**src/sv/iwg_pkg.sv**
```systemverilog
// Shared types, constants and fixed-point helpers of the interpolation weight generator.
package iwg_pkg;

    localparam int MAX_RADIUS  = 1023;
    localparam int WEIGHT_FRAC = 30;
    localparam int T_FRAC      = 24;

    localparam int TAP_W    = 11;
    localparam int EXP_W    = 6;
    localparam int WEIGHT_W = 32;
    localparam int RAD_W    = $clog2(MAX_RADIUS + 1);
    localparam int TQ_W     = T_FRAC + 3;
    localparam int Q_W      = T_FRAC + 4;
    localparam int MAG_W    = 32;
    localparam int VAL_W    = 36;

    localparam int DIV3_SH  = 30;
    localparam int DIV3_W   = DIV3_SH - 1;
    localparam longint DIV3_MUL = ((longint'(1) << DIV3_SH) + 2) / 3;

    localparam int WF_UP     = (WEIGHT_FRAC >= T_FRAC) ? WEIGHT_FRAC - T_FRAC : 0;
    localparam int WF_DN     = (WEIGHT_FRAC >= T_FRAC) ? 0 : T_FRAC - WEIGHT_FRAC;
    localparam int WF_DN_RND = (WF_DN > 0) ? WF_DN - 1 : 0;

    localparam longint UNIT    = longint'(1) << T_FRAC;
    localparam longint SAT_LIM = longint'(1) << (TQ_W - 1);

    typedef logic signed [VAL_W-1:0] val_t;

    localparam val_t ONE   = val_t'(longint'(1) << WEIGHT_FRAC);
    localparam val_t TWO   = val_t'(longint'(2) << WEIGHT_FRAC);
    localparam val_t THREE = val_t'(longint'(3) << WEIGHT_FRAC);
    localparam val_t FOUR  = val_t'(longint'(4) << WEIGHT_FRAC);

    localparam val_t C_3_2  = val_t'(((longint'(3) << WEIGHT_FRAC) + 1) / 2);
    localparam val_t C_1_2  = val_t'(((longint'(1) << WEIGHT_FRAC) + 1) / 2);
    localparam val_t C_1_4  = val_t'(((longint'(1) << WEIGHT_FRAC) + 2) / 4);
    localparam val_t C_5_12 = val_t'(((longint'(5) << WEIGHT_FRAC) + 6) / 12);
    localparam val_t C_1_6  = val_t'(((longint'(1) << WEIGHT_FRAC) + 3) / 6);
    localparam val_t C_3_8  = val_t'(((longint'(3) << WEIGHT_FRAC) + 4) / 8);
    localparam val_t C_5_24 = val_t'(((longint'(5) << WEIGHT_FRAC) + 12) / 24);
    localparam val_t C_1_24 = val_t'(((longint'(1) << WEIGHT_FRAC) + 12) / 24);

    typedef enum logic [1:0] {
        MODE_UNSET,
        MODE_CUBIC,
        MODE_QUINTIC,
        MODE_QUINTIC_C2
    } mode_t;

    typedef enum logic [1:0] {
        CFG_MODE,
        CFG_EXPONENT,
        CFG_TRIPLE
    } cfg_idx_t;

    typedef enum logic [2:0] {
        PC_NONE,
        PC_CUB1,
        PC_CUB2,
        PC_QUI1,
        PC_QUI2,
        PC_QUI3
    } piece_t;

    typedef struct packed {
        mode_t                   mode;
        logic signed [EXP_W-1:0] exponent;
        logic                    triple;
    } cfg_t;

    typedef struct packed {
        piece_t          piece;
        logic [TQ_W-1:0] tq;
        logic            bad;
    } scl_item_t;

    function automatic val_t to_wf(input logic [TQ_W-1:0] tq);
        logic [VAL_W-1:0] wide;
        wide = VAL_W'(tq);
        if (WF_DN == 0) begin
            return val_t'(wide << WF_UP);
        end
        return val_t'((wide + (VAL_W'(1) << WF_DN_RND)) >> WF_DN);
    endfunction

    // Sign-magnitude product, rounded to nearest with ties away from zero.
    function automatic val_t fmul(input val_t a, input val_t b);
        logic [MAG_W-1:0]   ua;
        logic [MAG_W-1:0]   ub;
        logic [2*MAG_W-1:0] p;
        logic [2*MAG_W-1:0] r;
        logic               neg;
        neg = a[VAL_W-1] ^ b[VAL_W-1];
        ua  = a[VAL_W-1] ? MAG_W'(-a) : MAG_W'(a);
        ub  = b[VAL_W-1] ? MAG_W'(-b) : MAG_W'(b);
        p   = (2*MAG_W)'(ua) * (2*MAG_W)'(ub);
        r   = (p + ((2*MAG_W)'(1) << (WEIGHT_FRAC - 1))) >> WEIGHT_FRAC;
        return neg ? -val_t'(r) : val_t'(r);
    endfunction

endpackage

```
**src/sv/iwg_scale.sv**
```systemverilog
// Two-stage scaling of the tap offset to t with 24 fraction bits and basis piece selection.
module iwg_scale (
    input  logic                               aclk,
    input  logic                               aresetn,
    input  logic                               in_valid,
    output logic                               in_ready,
    input  logic signed [iwg_pkg::TAP_W-1:0]   in_tap,
    input  iwg_pkg::cfg_t                      cfg,
    output logic                               out_valid,
    input  logic                               out_ready,
    output iwg_pkg::scl_item_t                 out_item
);
    import iwg_pkg::*;

    localparam int SH_W      = EXP_W + 2;
    localparam int AMT_W     = 6;
    localparam int SH_SAT    = T_FRAC + 3;
    localparam int PRE_SH    = 8;
    localparam int N_W       = RAD_W + SH_SAT + PRE_SH;
    localparam int QF_W      = N_W - PRE_SH;
    localparam int PROD_W    = Q_W + DIV3_W;
    localparam int HALF_1    = 128;
    localparam int HALF_3    = 384;
    localparam longint SAT3_LIM = 3 * SAT_LIM + 2;

    logic [TAP_W-1:0]       mag;
    logic [RAD_W-1:0]       a;
    logic signed [SH_W-1:0] sh;
    logic                   sh_sat;
    logic [AMT_W-1:0]       amt;
    logic [N_W-1:0]         n_rnd;
    logic [QF_W-1:0]        q;
    logic                   over;

    logic                   v1_reg;
    logic [Q_W-1:0]         qc_reg, qc_next;
    logic                   sat_reg, sat_next;
    logic                   triple_reg;
    mode_t                  mode_reg;

    logic [PROD_W-1:0]      prod;
    logic [TQ_W-1:0]        tq;
    scl_item_t              item_next;
    logic                   v2_reg;
    scl_item_t              item_reg;

    logic                   en1, en2;

    assign en2      = !v2_reg || out_ready;
    assign en1      = !v1_reg || en2;
    assign in_ready = en1;

    always_comb begin
        mag    = in_tap[TAP_W-1] ? (~in_tap + 1'b1) : in_tap;
        a      = (mag > MAX_RADIUS) ? RAD_W'(MAX_RADIUS) : RAD_W'(mag);
        sh     = SH_W'(T_FRAC) - SH_W'(cfg.exponent);
        sh_sat = (sh >= SH_W'(SH_SAT));
        amt    = AMT_W'(sh + SH_W'(PRE_SH));
        n_rnd  = (N_W'(a) << amt) + (cfg.triple ? N_W'(HALF_3) : N_W'(HALF_1));
        q      = n_rnd[N_W-1:PRE_SH];
        over   = cfg.triple ? (q > QF_W'(SAT3_LIM)) : (q > QF_W'(SAT_LIM));
        sat_next = (a != '0) && (sh_sat || over);
        qc_next  = q[Q_W-1:0];
    end

    always_ff @(posedge aclk) begin
        if (!aresetn) begin
            v1_reg <= 1'b0;
        end else if (en1) begin
            v1_reg <= in_valid;
        end
        if (en1) begin
            qc_reg     <= qc_next;
            sat_reg    <= sat_next;
            triple_reg <= cfg.triple;
            mode_reg   <= cfg.mode;
        end
    end

    always_comb begin
        prod = PROD_W'(qc_reg) * PROD_W'(DIV3_MUL);
        if (sat_reg) begin
            tq = TQ_W'(SAT_LIM);
        end else if (triple_reg) begin
            tq = prod[DIV3_SH +: TQ_W];
        end else begin
            tq = qc_reg[TQ_W-1:0];
        end
        item_next.tq    = tq;
        item_next.bad   = (mode_reg != MODE_CUBIC) && (mode_reg != MODE_QUINTIC);
        item_next.piece = PC_NONE;
        unique case (mode_reg)
            MODE_CUBIC: begin
                if (tq <= TQ_W'(UNIT)) begin
                    item_next.piece = PC_CUB1;
                end else if (tq <= TQ_W'(2 * UNIT)) begin
                    item_next.piece = PC_CUB2;
                end
            end
            MODE_QUINTIC: begin
                if (tq <= TQ_W'(UNIT)) begin
                    item_next.piece = PC_QUI1;
                end else if (tq <= TQ_W'(2 * UNIT)) begin
                    item_next.piece = PC_QUI2;
                end else if (tq <= TQ_W'(3 * UNIT)) begin
                    item_next.piece = PC_QUI3;
                end
            end
            default: begin
                item_next.piece = PC_NONE;
            end
        endcase
    end

    always_ff @(posedge aclk) begin
        if (!aresetn) begin
            v2_reg <= 1'b0;
        end else if (en2) begin
            v2_reg <= v1_reg;
        end
        if (en2) begin
            item_reg <= item_next;
        end
    end

    assign out_valid = v2_reg;
    assign out_item  = item_reg;

    a_tq_bound: assert property (@(posedge aclk) disable iff (!aresetn)
        out_valid |-> (out_item.tq <= TQ_W'(SAT_LIM)))
        else $error("scaled t exceeds saturation value");

    a_bad_no_piece: assert property (@(posedge aclk) disable iff (!aresetn)
        (out_valid && out_item.bad) |-> (out_item.piece == PC_NONE))
        else $error("bad mode selected a basis piece");

endmodule

```
**config.mk**
```make
export PLATFORM = sky130hd
export DESIGN_NAME = iwg_scale
export DESIGN_NICKNAME = d
export VERILOG_FILES = /design/src/sv/iwg_pkg.sv /design/src/sv/iwg_scale.sv
export SDC_FILE = /design/constraint.sdc
export NUM_CORES = 1
export LEC_CHECK = 0
export BUFFER_PORTS_ARGS = -buffer_cell sky130_fd_sc_hd__buf_2
export CAP_MARGIN = 20
export CORE_ASPECT_RATIO = 1.5
export CORE_MARGIN = 2
export CORE_UTILIZATION = 35
export DETAILED_ROUTE_END_ITERATION = 6
export REMOVE_ABC_BUFFERS = 1
export SLEW_MARGIN = 40
export SYNTH_ARGS = -nofsm -noshare
export SYNTH_HDL_FRONTEND = slang
export SYNTH_SLANG_ARGS = --single-unit
```
**constraint.sdc**
```tcl
create_clock -name aclk -period 8.5 [get_ports aclk]
set_clock_uncertainty 0.1 [all_clocks]
set_input_delay 1.275 -clock aclk [delete_from_list [all_inputs] [get_ports aclk]]
set_output_delay 1.275 -clock aclk [all_outputs]
set_load 0.02 [all_outputs]
```
==> impl_metrics.csv, run 1 <==
group,metric,value,unit
sta,final-setup-viol-count,0,
global_route,grt_pass1_wl,91.3,mm
global_route,grt_max_degree,34,
sta,drv_slew,0,
worst_setup_path,rr_worst_depth,25,
sta,final_cycle_utilization_of_the_critical_path,95.8,%
synthesis,syn-instance-count,1905,
synthesis,synth_largest_area_cell,"sky130_fd_sc_hd__fa_1",
synthesis,ys_top_cells_by_count,"sky130_fd_sc_hd__inv_1, sky130_fd_sc_hd__fa_1, sky130_fd_sc_hd__ha_1",
die,io-pin-count,57,
place,dp.final_hpwl,51.0,mm
worst_setup_path,timing.critical_path.mode_cell,"sky130_fd_sc_hd__fa_1",
worst_setup_path,worst_ep_required_time,8.51,ns
cells_and_area,final_layout_size_suffix_gt1_share,7.86,%
clock_network,cts.sinks,65,
synthesis,synthMostInstantiatedCell,"sky130_fd_sc_hd__inv_1",
worst_setup_path,critPathArrivalTime,8.16,ns
synthesis,postSynthAreaPerCell,9.32,sq um
clock_network,tritoncts_clock_tree,"built",
synthesis,synth_top_family_by_area,"adder cells",
sta,timing.final.hold_violations,0,
die,fp.dieW,188,um
die,floorplan.die.height,280,um
min_path,min-delay-path-class,"register to register",
sta,worst_margin_slew,0.772,ns
global_route,gr-total-overflow,0,
worst_setup_path,timing.critical_path.max_delay_family,"adder cells",
synthesis,yosys.area_share.adder,51.9,%
synthesis,synth_compound_area_share,12.2,%
synthesis,netlist_area,17800,sq um
cells_and_area,final_area,19400,sq um
synthesis,netlist-cell-type-count,90,
routing,detailroute.via_count,14200,
cells_and_area,multi_input_comb_area,13800,sq um
cells_and_area,regArea,1930,sq um
worst_setup_path,critical_path_type,"register to register",
synthesis,post_synth_and_or_nand_nor_area_fraction,10.7,%
synthesis,yosysWarningCount,0,
place,placement.cell_area,19000,sq um
clock_network,htree_num_levels,3,
global_route,total_global_route_track_usage,23.0,%
worst_setup_path,worst_path_largest_cell_delay,0.55,ns
synthesis,synth_mux_area_share,0.944,%
synthesis,number_of_synthesized_register_bits,65,
sta,unrepaired_setup_endpoints_after_global_routing,"false",
synthesis,synth_area_leaders,"sky130_fd_sc_hd__fa_1, sky130_fd_sc_hd__ha_1, sky130_fd_sc_hd__edfxtp_1",
worst_setup_path,timing.critical_path.fanout_max,6,
clock_network,cts.root.buffer_cell,"sky130_fd_sc_hd__clkbuf_16",
routing,remaining_antenna_violation_count_after_routing,0,
routing,detail_route.drc_violations,0,
clock_network,cts_inserted_buffers,9,
worst_setup_path,critical_path_cell_count,25,
worst_setup_path,cp.buffers_inverters,4,
sta,maxClockFrequency,123,MHz
die,fp.coreArea,50400,sq um
job,maxCapViolCount,0,
clock_network,path_clk_slew,0.06,ns
sta,post-route-min-period,8.14,ns
synthesis,dominantRegCellSynth,"sky130_fd_sc_hd__edfxtp_1",
routing,wl,58.1,mm
cells_and_area,layout-area-overhead-vs-synth,9.25,%
synthesis,post-synth-top-area-fraction,32.0,%
worst_setup_path,timing.critical_path.from_type,"register",
cells_and_area,layout.nets,2569,
global_route,grt_antenna_before_repair,0,
run_status,run_status,"completed",
routing,first_pass_iters,5,
synthesis,synth_seq_area_share,10.9,%
routing,drt_iter0_drc,960,
worst_setup_path,end_kind,"register",
cells_and_area,largest_register_ff_count,31,
clock_network,ctsLongestPathBuffers,2,
place,globalplace.congestion,0.981,
synthesis,synthXorXnorAreaFrac,1.90,%
place,portBuffers,56,
routing,average_via_count_per_standard_cell,5.36,
clock_network,clock_latency,0.36,ns
cells_and_area,fill_cells,5056,
die,floorplan.rows,101,
worst_setup_path,slowest_cp_cell,"sky130_fd_sc_hd__fa_1",
synthesis,synth_edf_count,63,
die,floorplan.initialDensity,35.2,%
synthesis,asyncSetResetFlopFracSynth,0,%
cells_and_area,n_antenna_cell,0,
global_route,first_global_vias,15500,
clock_network,post_cts_hold_buffer_count,0,
sta,maxSlewHeadroom,47.7,%
routing,detail_route.wl_per_cell,21.9,um
die,fp.dieArea,52600,sq um
sta,hold_ws,0.400,ns
min_path,timing.hold.worst_path_depth,1,
-- what timing repair did --
item | 4_1_cts | 5_1_grt
buffers inserted | 0 | 8
resized for setup | 1 | 3
setup endpoints to repair | 1 | 3
-- worst register-to-register path: cells and delay by family (launching register included) --
kind,cells,cell delay [ns]
buffers and inverters,4,0.52
AOI/OAI and AO/OA,6,1.82
adders and majority gates,8,3.32
xor gates and xnor gates,1,0.37
and+or+nand+nor,6,1.29
DFF,1,0.48
-- cell families after synthesis --
logic type,Yosys count
flops,65
simple gates,373
fa+ha+maj,566
xor+xnor,37
buf+inv,539
mux,16
compound gates,309
-- per-stage QoR --
step / setup WS [ns] / std cells / TNS, ns / utilization, %
floorplan: 1.14 / 1866 / 0 / -
global placement: 0.0430 / 2630 / 0 / 37.7
detailed placement: -0.00339 / 2630 / -0.00339 / 37.7
CTS: 0.154 / 2646 / 0 / 38.3
global route: 0.00729 / 2654 / 0 / 38.5
finish: 0.356 / 2654 / 0 / 38.5
-- path summary, 6_finish.rpt --
| kind | from | endpoint | slack (ns) |
|---|---|---|---|
| setup / recovery | qc_reg[4] | out_item[28] | 0.36 |
| hold / removal | v1_reg | out_valid | 0.40 |
| setup reg to reg | qc_reg[4] | out_item[28] | 0.36 |
| hold reg to reg | v1_reg | out_valid | 0.40 |
-- layout by cell type, fill, tap and decap left out, types with 13 or more instances in the layout --
cell type / netlist / layout
sky130_fd_sc_hd__inv_1: 498 / 497
sky130_fd_sc_hd__mux2i_1: 13 / 13
sky130_fd_sc_hd__edfxtp_1: 63 / 63
sky130_fd_sc_hd__nor2_1: 82 / 80
sky130_fd_sc_hd__a21oi_1: 61 / 61
sky130_fd_sc_hd__o21ai_0: 42 / 42
sky130_fd_sc_hd__or3_1: 14 / 14
sky130_fd_sc_hd__a21o_1: 15 / 15
sky130_fd_sc_hd__nand2_1: 102 / 102
sky130_fd_sc_hd__o21a_1: 16 / 16
sky130_fd_sc_hd__and3_1: 14 / 14
sky130_fd_sc_hd__xnor2_1: 20 / 20
sky130_fd_sc_hd__buf_4: 0 / 47
sky130_fd_sc_hd__nor3_1: 31 / 31
sky130_fd_sc_hd__buf_2: 5 / 56
sky130_fd_sc_hd__xor2_1: 16 / 15
sky130_fd_sc_hd__nand3_1: 38 / 38
sky130_fd_sc_hd__a31oi_1: 22 / 22
sky130_fd_sc_hd__nand4_1: 24 / 24
sky130_fd_sc_hd__o211ai_1: 18 / 18
sky130_fd_sc_hd__fa_1: 284 / 284
sky130_fd_sc_hd__nor4_1: 14 / 14
sky130_fd_sc_hd__ha_1: 281 / 281
-- per-layer routing --
layer  wire [um]  track usage (%)  up-vias  part of all wire (%)
li1            -                -     6495                     -
met1       21300             25.1     7087                    37
met2       29700             41.5      460                    51
met3        1870             1.49      171                   3.2
met4        5290             17.9        0                   9.1
met5           0                0        -                     0
-- cell type report --
cell class | instances | area share, %
Clock buffer | 10 | 1.18
Clock inverter | 6 | 0.426
Inverter | 500 | 9.68
Multi-Input combinational cell | 1301 | 71.2
Sequential cell | 65 | 9.96
Tap cell | 669 | 4.32
Timing Repair Buffer | 103 | 3.26
Power of run 1 is left out: the tool's default activity adds up to more than one toggle a clock period on the data nets, which glitch-free logic cannot reach.
==> inputs of run 2 (changes only) <==
Settings changed: PLACE_DENSITY set to 0.57.
==> run 2 against run 1 <==
Critical path depth decreased by 5. Cell count grew 0.45%. Sequential share of layout area about the same. Sequential cell count is the same. Non-clock buffer count is 11 higher. Hold slack improved by 0.012 ns. Routed wire length rose by 2.7%. Worst setup slack lost 0.034 ns. Via count about the same. Register-to-register slack lost 0.03 ns. Utilization up 0.17 points. Global-route usage up 0.58 points. Critical endpoint is now out_item[30]. Largest cell class unchanged. Highest routed layer unchanged.
==> impl_metrics.csv, run 2 (synthesized netlist as in run 1, its figures left out) <==
group,metric,value,unit
run_status,run_status,"completed",
sta,drv_slew,0,
die,fp.dieArea,52600,sq um
clock_network,cts.sinks,65,
clock_network,cts.root.buffer_cell,"sky130_fd_sc_hd__clkbuf_16",
worst_setup_path,rr_worst_depth,20,
die,floorplan.die.height,280,um
min_path,hold_start,"v1_reg",
min_path,worstHoldEndpoint,"out_valid",
die,floorplan.initialDensity,35.2,%
routing,drt_iter0_drc,942,
cells_and_area,largest_register_ff_count,31,
sta,maxSlewHeadroom,51.9,%
die,io-pin-count,57,
die,floorplan.rows,101,
sta,final-setup-viol-count,0,
clock_network,clock_latency,0.36,ns
sta,post-route-min-period,8.18,ns
clock_network,ctsLongestPathBuffers,2,
global_route,grt_max_degree,34,
place,portBuffers,56,
die,fp.coreArea,50400,sq um
worst_setup_path,end_kind,"register",
cells_and_area,most-common-layout-cells,"sky130_fd_sc_hd__inv_1, sky130_fd_sc_hd__fa_1, sky130_fd_sc_hd__ha_1",
clock_network,tritoncts_clock_tree,"built",
routing,detail_route.wl_per_cell,22.4,um
worst_setup_path,reg2reg_to,"out_item[30]",
worst_setup_path,reg_to_reg_start,"qc_reg[9]",
worst_setup_path,r2r_slack,0.32,ns
cells_and_area,layout-area-overhead-vs-synth,9.72,%
worst_setup_path,critical_path_type,"register to register",
routing,first_pass_iters,5,
clock_network,path_clk_slew,0.06,ns
global_route,first_global_vias,15300,
routing,average_via_count_per_standard_cell,5.33,
worst_setup_path,timing.critical_path.from_type,"register",
sta,unrepaired_setup_endpoints_after_global_routing,"false",
sta,worst_margin_slew,0.715,ns
sta,maxClockFrequency,122,MHz
cells_and_area,final_layout_size_suffix_gt1_share,8.72,%
global_route,gr-total-overflow,0,
min_path,timing.hold.worst_path_depth,1,
global_route,grt_antenna_before_repair,0,
cells_and_area,fill_cells,5130,
min_path,min-delay-path-class,"register to register",
routing,detailroute.via_count,14200,
routing,detail_route.drc_violations,0,
sta,final.setup.tns,0,ns
clock_network,cts_inserted_buffers,9,
sta,final_cycle_utilization_of_the_critical_path,96.2,%
place,dp.final_hpwl,52.5,mm
global_route,grt_pass1_wl,92.6,mm
worst_setup_path,critPathArrivalTime,8.19,ns
job,maxCapViolCount,0,
worst_setup_path,timing.critical_path.fanout_max,9,
cells_and_area,final_common_cell,"sky130_fd_sc_hd__inv_1",
die,fp.dieW,188,um
place,globalplace.congestion,1.01,
worst_setup_path,worst_ep_required_time,8.51,ns
clock_network,htree_num_levels,3,
global_route,total_global_route_track_usage,23.6,%
routing,remaining_antenna_violation_count_after_routing,0,
sta,timing.final.hold_violations,0,
cells_and_area,layout.nets,2580,
routing,wl,59.7,mm
==> run 2: layout make-up <==
| class | instances | area [sq um] | share of cell area (%) |
|---|---|---|---|
| diodes | 1 | 2.50 | 0.0128 |
| clock buffers | 13 | 250 | 1.28 |
| clock inverters | 3 | 17.5 | 0.0899 |
| inverters | 500 | 1880 | 9.63 |
| multi-input cells | 1301 | 13900 | 71.1 |
| flip-flops and latches | 65 | 1930 | 9.92 |
| well taps | 669 | 837 | 4.30 |
| repair buffers | 114 | 716 | 3.67 |
==> run 2: how the worst max path moves through the flow <==
stage                     slack, ns       start      endpoint
final                          0.32   qc_reg[9]  out_item[30]
after CTS                      0.05   qc_reg[4]  out_item[28]
after global placement         0.09   qc_reg[4]  out_item[28]
after detailed placement       0.06   qc_reg[4]  out_item[28]
after floorplan                1.14   qc_reg[4]  out_item[28]
after global routing          0.001  qc_reg[18]  out_item[30]
==> run 2: worst max-delay path, stage by stage (launching register included) <==
cell and delay (ns):
sky130_fd_sc_hd__edfxtp_1 0.52, sky130_fd_sc_hd__ha_1 0.45, sky130_fd_sc_hd__fa_1 0.53, sky130_fd_sc_hd__inv_1 0.11, sky130_fd_sc_hd__fa_1 0.54, sky130_fd_sc_hd__fa_1 0.55, sky130_fd_sc_hd__fa_1 0.57, sky130_fd_sc_hd__fa_1 0.56
sky130_fd_sc_hd__inv_1 0.06, sky130_fd_sc_hd__fa_1 0.47, sky130_fd_sc_hd__ha_1 0.44, sky130_fd_sc_hd__a21oi_1 0.45, sky130_fd_sc_hd__a32oi_1 0.21, sky130_fd_sc_hd__a311oi_2 0.49, sky130_fd_sc_hd__a211oi_1 0.19, sky130_fd_sc_hd__or3_1 0.44
sky130_fd_sc_hd__a221o_1 0.38, sky130_fd_sc_hd__a221oi_2 0.36, sky130_fd_sc_hd__inv_1 0.16, sky130_fd_sc_hd__xnor2_1 0.15, sky130_fd_sc_hd__and3_1 0.17
==> run 2: timing repair <==
item                       in CTS  in global routing
gates resized for setup         0                 12
setup buffers                   0                 13
setup endpoints to repair       0                  3
hold buffers                    0                  0
hold endpoints to repair        0                  0
==> run 2: through the flow <==
| step | instance area (sq um) | setup WS, ns | util [%] | hold WS [ns] | std cells |
|---|---|---|---|---|---|
| 3_3_place_gp | 19000 | 0.0907 | 37.8 | 0.366 | 2636 |
| 4_1_cts | 19300 | 0.0468 | 38.3 | 0.412 | 2652 |
| 5_1_grt | 19500 | 0.000997 | 38.6 | 0.439 | 2665 |
| 3_5_place_dp | 19100 | 0.0633 | 37.8 | 0.398 | 2636 |
| 6_report | 19500 | 0.322 | 38.6 | 0.412 | 2666 |
| 2_1_floorplan | 17600 | 1.14 | - | 0.363 | 1866 |
==> run 2: layer usage <==
metal	up-vias	wire length (um)	global-route usage, %
met5	-	0	0
met4	0	4650	15.8
met3	145	2080	1.74
met2	440	30600	42.6
met1	7135	22300	26.5
li1	6496	-	-
Power of run 2 is left out for the same reason.
==> inputs of run 3 (changes only) <==
--- a/config.mk
+++ b/config.mk
@@ -12,5 +12,5 @@
 export CORE_UTILIZATION = 35
 export DETAILED_ROUTE_END_ITERATION = 6
-export PLACE_DENSITY = 0.57
+export PLACE_DENSITY = 0.59
 export REMOVE_ABC_BUFFERS = 1
 export SLEW_MARGIN = 40
==> constraint.sdc (replaced) <==
create_clock -name aclk -period 7 [get_ports aclk]
set_clock_uncertainty 0.1 [all_clocks]
set_input_delay 0.7 -clock aclk [delete_from_list [all_inputs] [get_ports aclk]]
set_output_delay 0.7 -clock aclk [all_outputs]
set_load 0.02 [all_outputs]
==> run 3 against run 2 <==
The flow now finishes with violations (setup timing). Sequential share of layout area decreased by 1.7 points. Critical path depth increased by 7. Sequential cell count unchanged. Utilization increased by 8.0 points. Cell area increased by 21%. Worst setup slack got worse by 0.90 ns. Non-clock buffer count increased by 363. Clock-buffer cell count decreased by 2. Die area unchanged. Cell count increased by 14%. Routed wire length increased by 8.5%. Register-to-register slack got worse by 0.90 ns.
==> impl_metrics.csv, run 3 (synthesized netlist as in run 1, its figures left out) <==
group,metric,value,unit
cells_and_area,most-common-layout-cells,"sky130_fd_sc_hd__inv_1, sky130_fd_sc_hd__buf_4, sky130_fd_sc_hd__fa_1",
routing,drt_iter0_drc,967,
worst_setup_path,critical_path_type,"register to register",
clock_network,tritoncts_clock_tree,"built",
sta,final-setup-viol-count,7,
worst_setup_path,worst_path_largest_cell_delay,0.60,ns
sta,final_cycle_utilization_of_the_critical_path,108,%
run_status,failing_checks,"setup timing",
cells_and_area,n_antenna_cell,0,
sta,timing.final.hold_violations,0,
cells_and_area,final_area,23500,sq um
cells_and_area,final_layout_size_suffix_gt1_share,30.8,%
worst_setup_path,critPathArrivalTime,7.69,ns
worst_setup_path,timing.critical_path.fanout_max,4,
place,globalplace.congestion,1.01,
cells_and_area,layout-area-overhead-vs-synth,32.5,%
routing,remaining_antenna_violation_count_after_routing,0,
global_route,grt_pass1_wl,99.2,mm
clock_network,cts.sinks,65,
routing,wl,64.7,mm
sta,maxSlewHeadroom,47.8,%
place,dp.final_hpwl,55.9,mm
cells_and_area,layout.nets,2943,
job,maxCapViolCount,0,
routing,first_pass_iters,6,
run_status,run_status,"complete, but fails checks",
sta,drv_slew,0,
clock_network,cts_inserted_buffers,9,
sta,worst_margin_slew,0.784,ns
die,fp.dieW,188,um
worst_setup_path,slowest_cp_cell,"sky130_fd_sc_hd__fa_1",
sta,post-route-min-period,7.58,ns
place,portBuffers,56,
sta,maxClockFrequency,132,MHz
worst_setup_path,end_kind,"register",
clock_network,cts.root.buffer_cell,"sky130_fd_sc_hd__clkbuf_16",
sta,unrepaired_setup_endpoints_after_global_routing,"true",
routing,detailroute.via_count,15700,
die,fp.dieArea,52600,sq um
sta,setup_slack_of_the_critical_path_after_layout,-0.576,ns
die,fp.coreArea,50400,sq um
global_route,gr-total-overflow,0,
clock_network,post_cts_hold_buffer_count,0,
worst_setup_path,timing.critical_path.from_type,"register",
cells_and_area,final_common_cell,"sky130_fd_sc_hd__inv_1",
cells_and_area,largest_register_ff_count,31,
clock_network,ctsLongestPathBuffers,2,
worst_setup_path,timing.critical_path.mode_cell,"sky130_fd_sc_hd__fa_1",
clock_network,clock_latency,0.36,ns
routing,detail_route.wl_per_cell,21.4,um
global_route,grt_antenna_before_repair,0,
global_route,total_global_route_track_usage,25.2,%
routing,detail_route.drc_violations,0,
worst_setup_path,worst_ep_required_time,7.12,ns
sta,final.setup.tns,-2.42,ns
die,io-pin-count,57,
die,floorplan.die.height,280,um
routing,average_via_count_per_standard_cell,5.18,
global_route,grt_max_degree,33,
clock_network,htree_num_levels,3,
clock_network,path_clk_slew,0.06,ns
die,floorplan.initialDensity,35.2,%
global_route,first_global_vias,17400,
min_path,min-delay-path-class,"input port to register",
place,placement.cell_area,21400,sq um
die,floorplan.rows,101,
## run 3: cell count changes in the layout (fill, tap and decap cells not counted), moves of 18 or more
cell                      change
sky130_fd_sc_hd__ha_4        +45
sky130_fd_sc_hd__inv_2       +26
sky130_fd_sc_hd__fa_2        +31
sky130_fd_sc_hd__a21oi_1     -18
sky130_fd_sc_hd__ha_1        -51
sky130_fd_sc_hd__fa_1        -31
sky130_fd_sc_hd__inv_1       -26
sky130_fd_sc_hd__buf_4      +347
## run 3: path summary, 6_finish.rpt
check,slack [ns],end,cells past startpoint,from
min,0.41,mode_reg[1],1,cfg[8]
max,-0.58,out_item[29],27,qc_reg[19]
max reg2reg,-0.58,out_item[29],27,qc_reg[19]
min reg2reg,0.42,out_valid,1,v1_reg
## run 3: repair_timing
action | in CTS | in global routing
gates resized for setup | 227 | 34
buffers inserted | 51 | 11
pin swaps | 136 | 22
setup endpoints to repair | 9 | 9
## run 3: worst max-delay path: cells and delay by family, from the launching register on
| kind | cells | cell delay [ns] |
|---|---|---|
| and+or+nand+nor | 5 | 0.95 |
| adders and majority gates | 8 | 3.65 |
| buffers and inverters | 7 | 0.91 |
| DFF | 1 | 0.48 |
| AOI/OAI and AO/OA | 7 | 1.34 |
## run 3: layout make-up
class                      count  area (sq um)
clock buffer                  11           233
clock inverter                 5          57.6
fill                        4791         26900
inverter                     500          1880
multi-input combinational   1301         15100
sequential                    65          1930
tap                          669           837
timing repair buffer         477          3500
## run 3: routing by layer
| layer | track usage (%) | wire length (um) |
|---|---|---|
| met1 | 26.1 | 23200 |
| met2 | 47.2 | 33600 |
| met3 | 1.88 | 2110 |
| met4 | 19.1 | 5880 |
| met5 | 0 | 0 |
## run 3: per-stage QoR
step / worst slack [ns] / utilization [%] / std cells / hold WS, ns
finish: -0.576 / 46.7 / 3028 / 0.411
global route: -0.850 / 46.7 / 3028 / 0.413
CTS: -0.442 / 46.2 / 3019 / 0.401
global placement: -0.840 / 42.5 / 2953 / 0.371
floorplan: -0.362 / - / 1866 / 0.363
detailed placement: -0.926 / 42.5 / 2953 / 0.403
Power of run 3 is left out for the same reason.
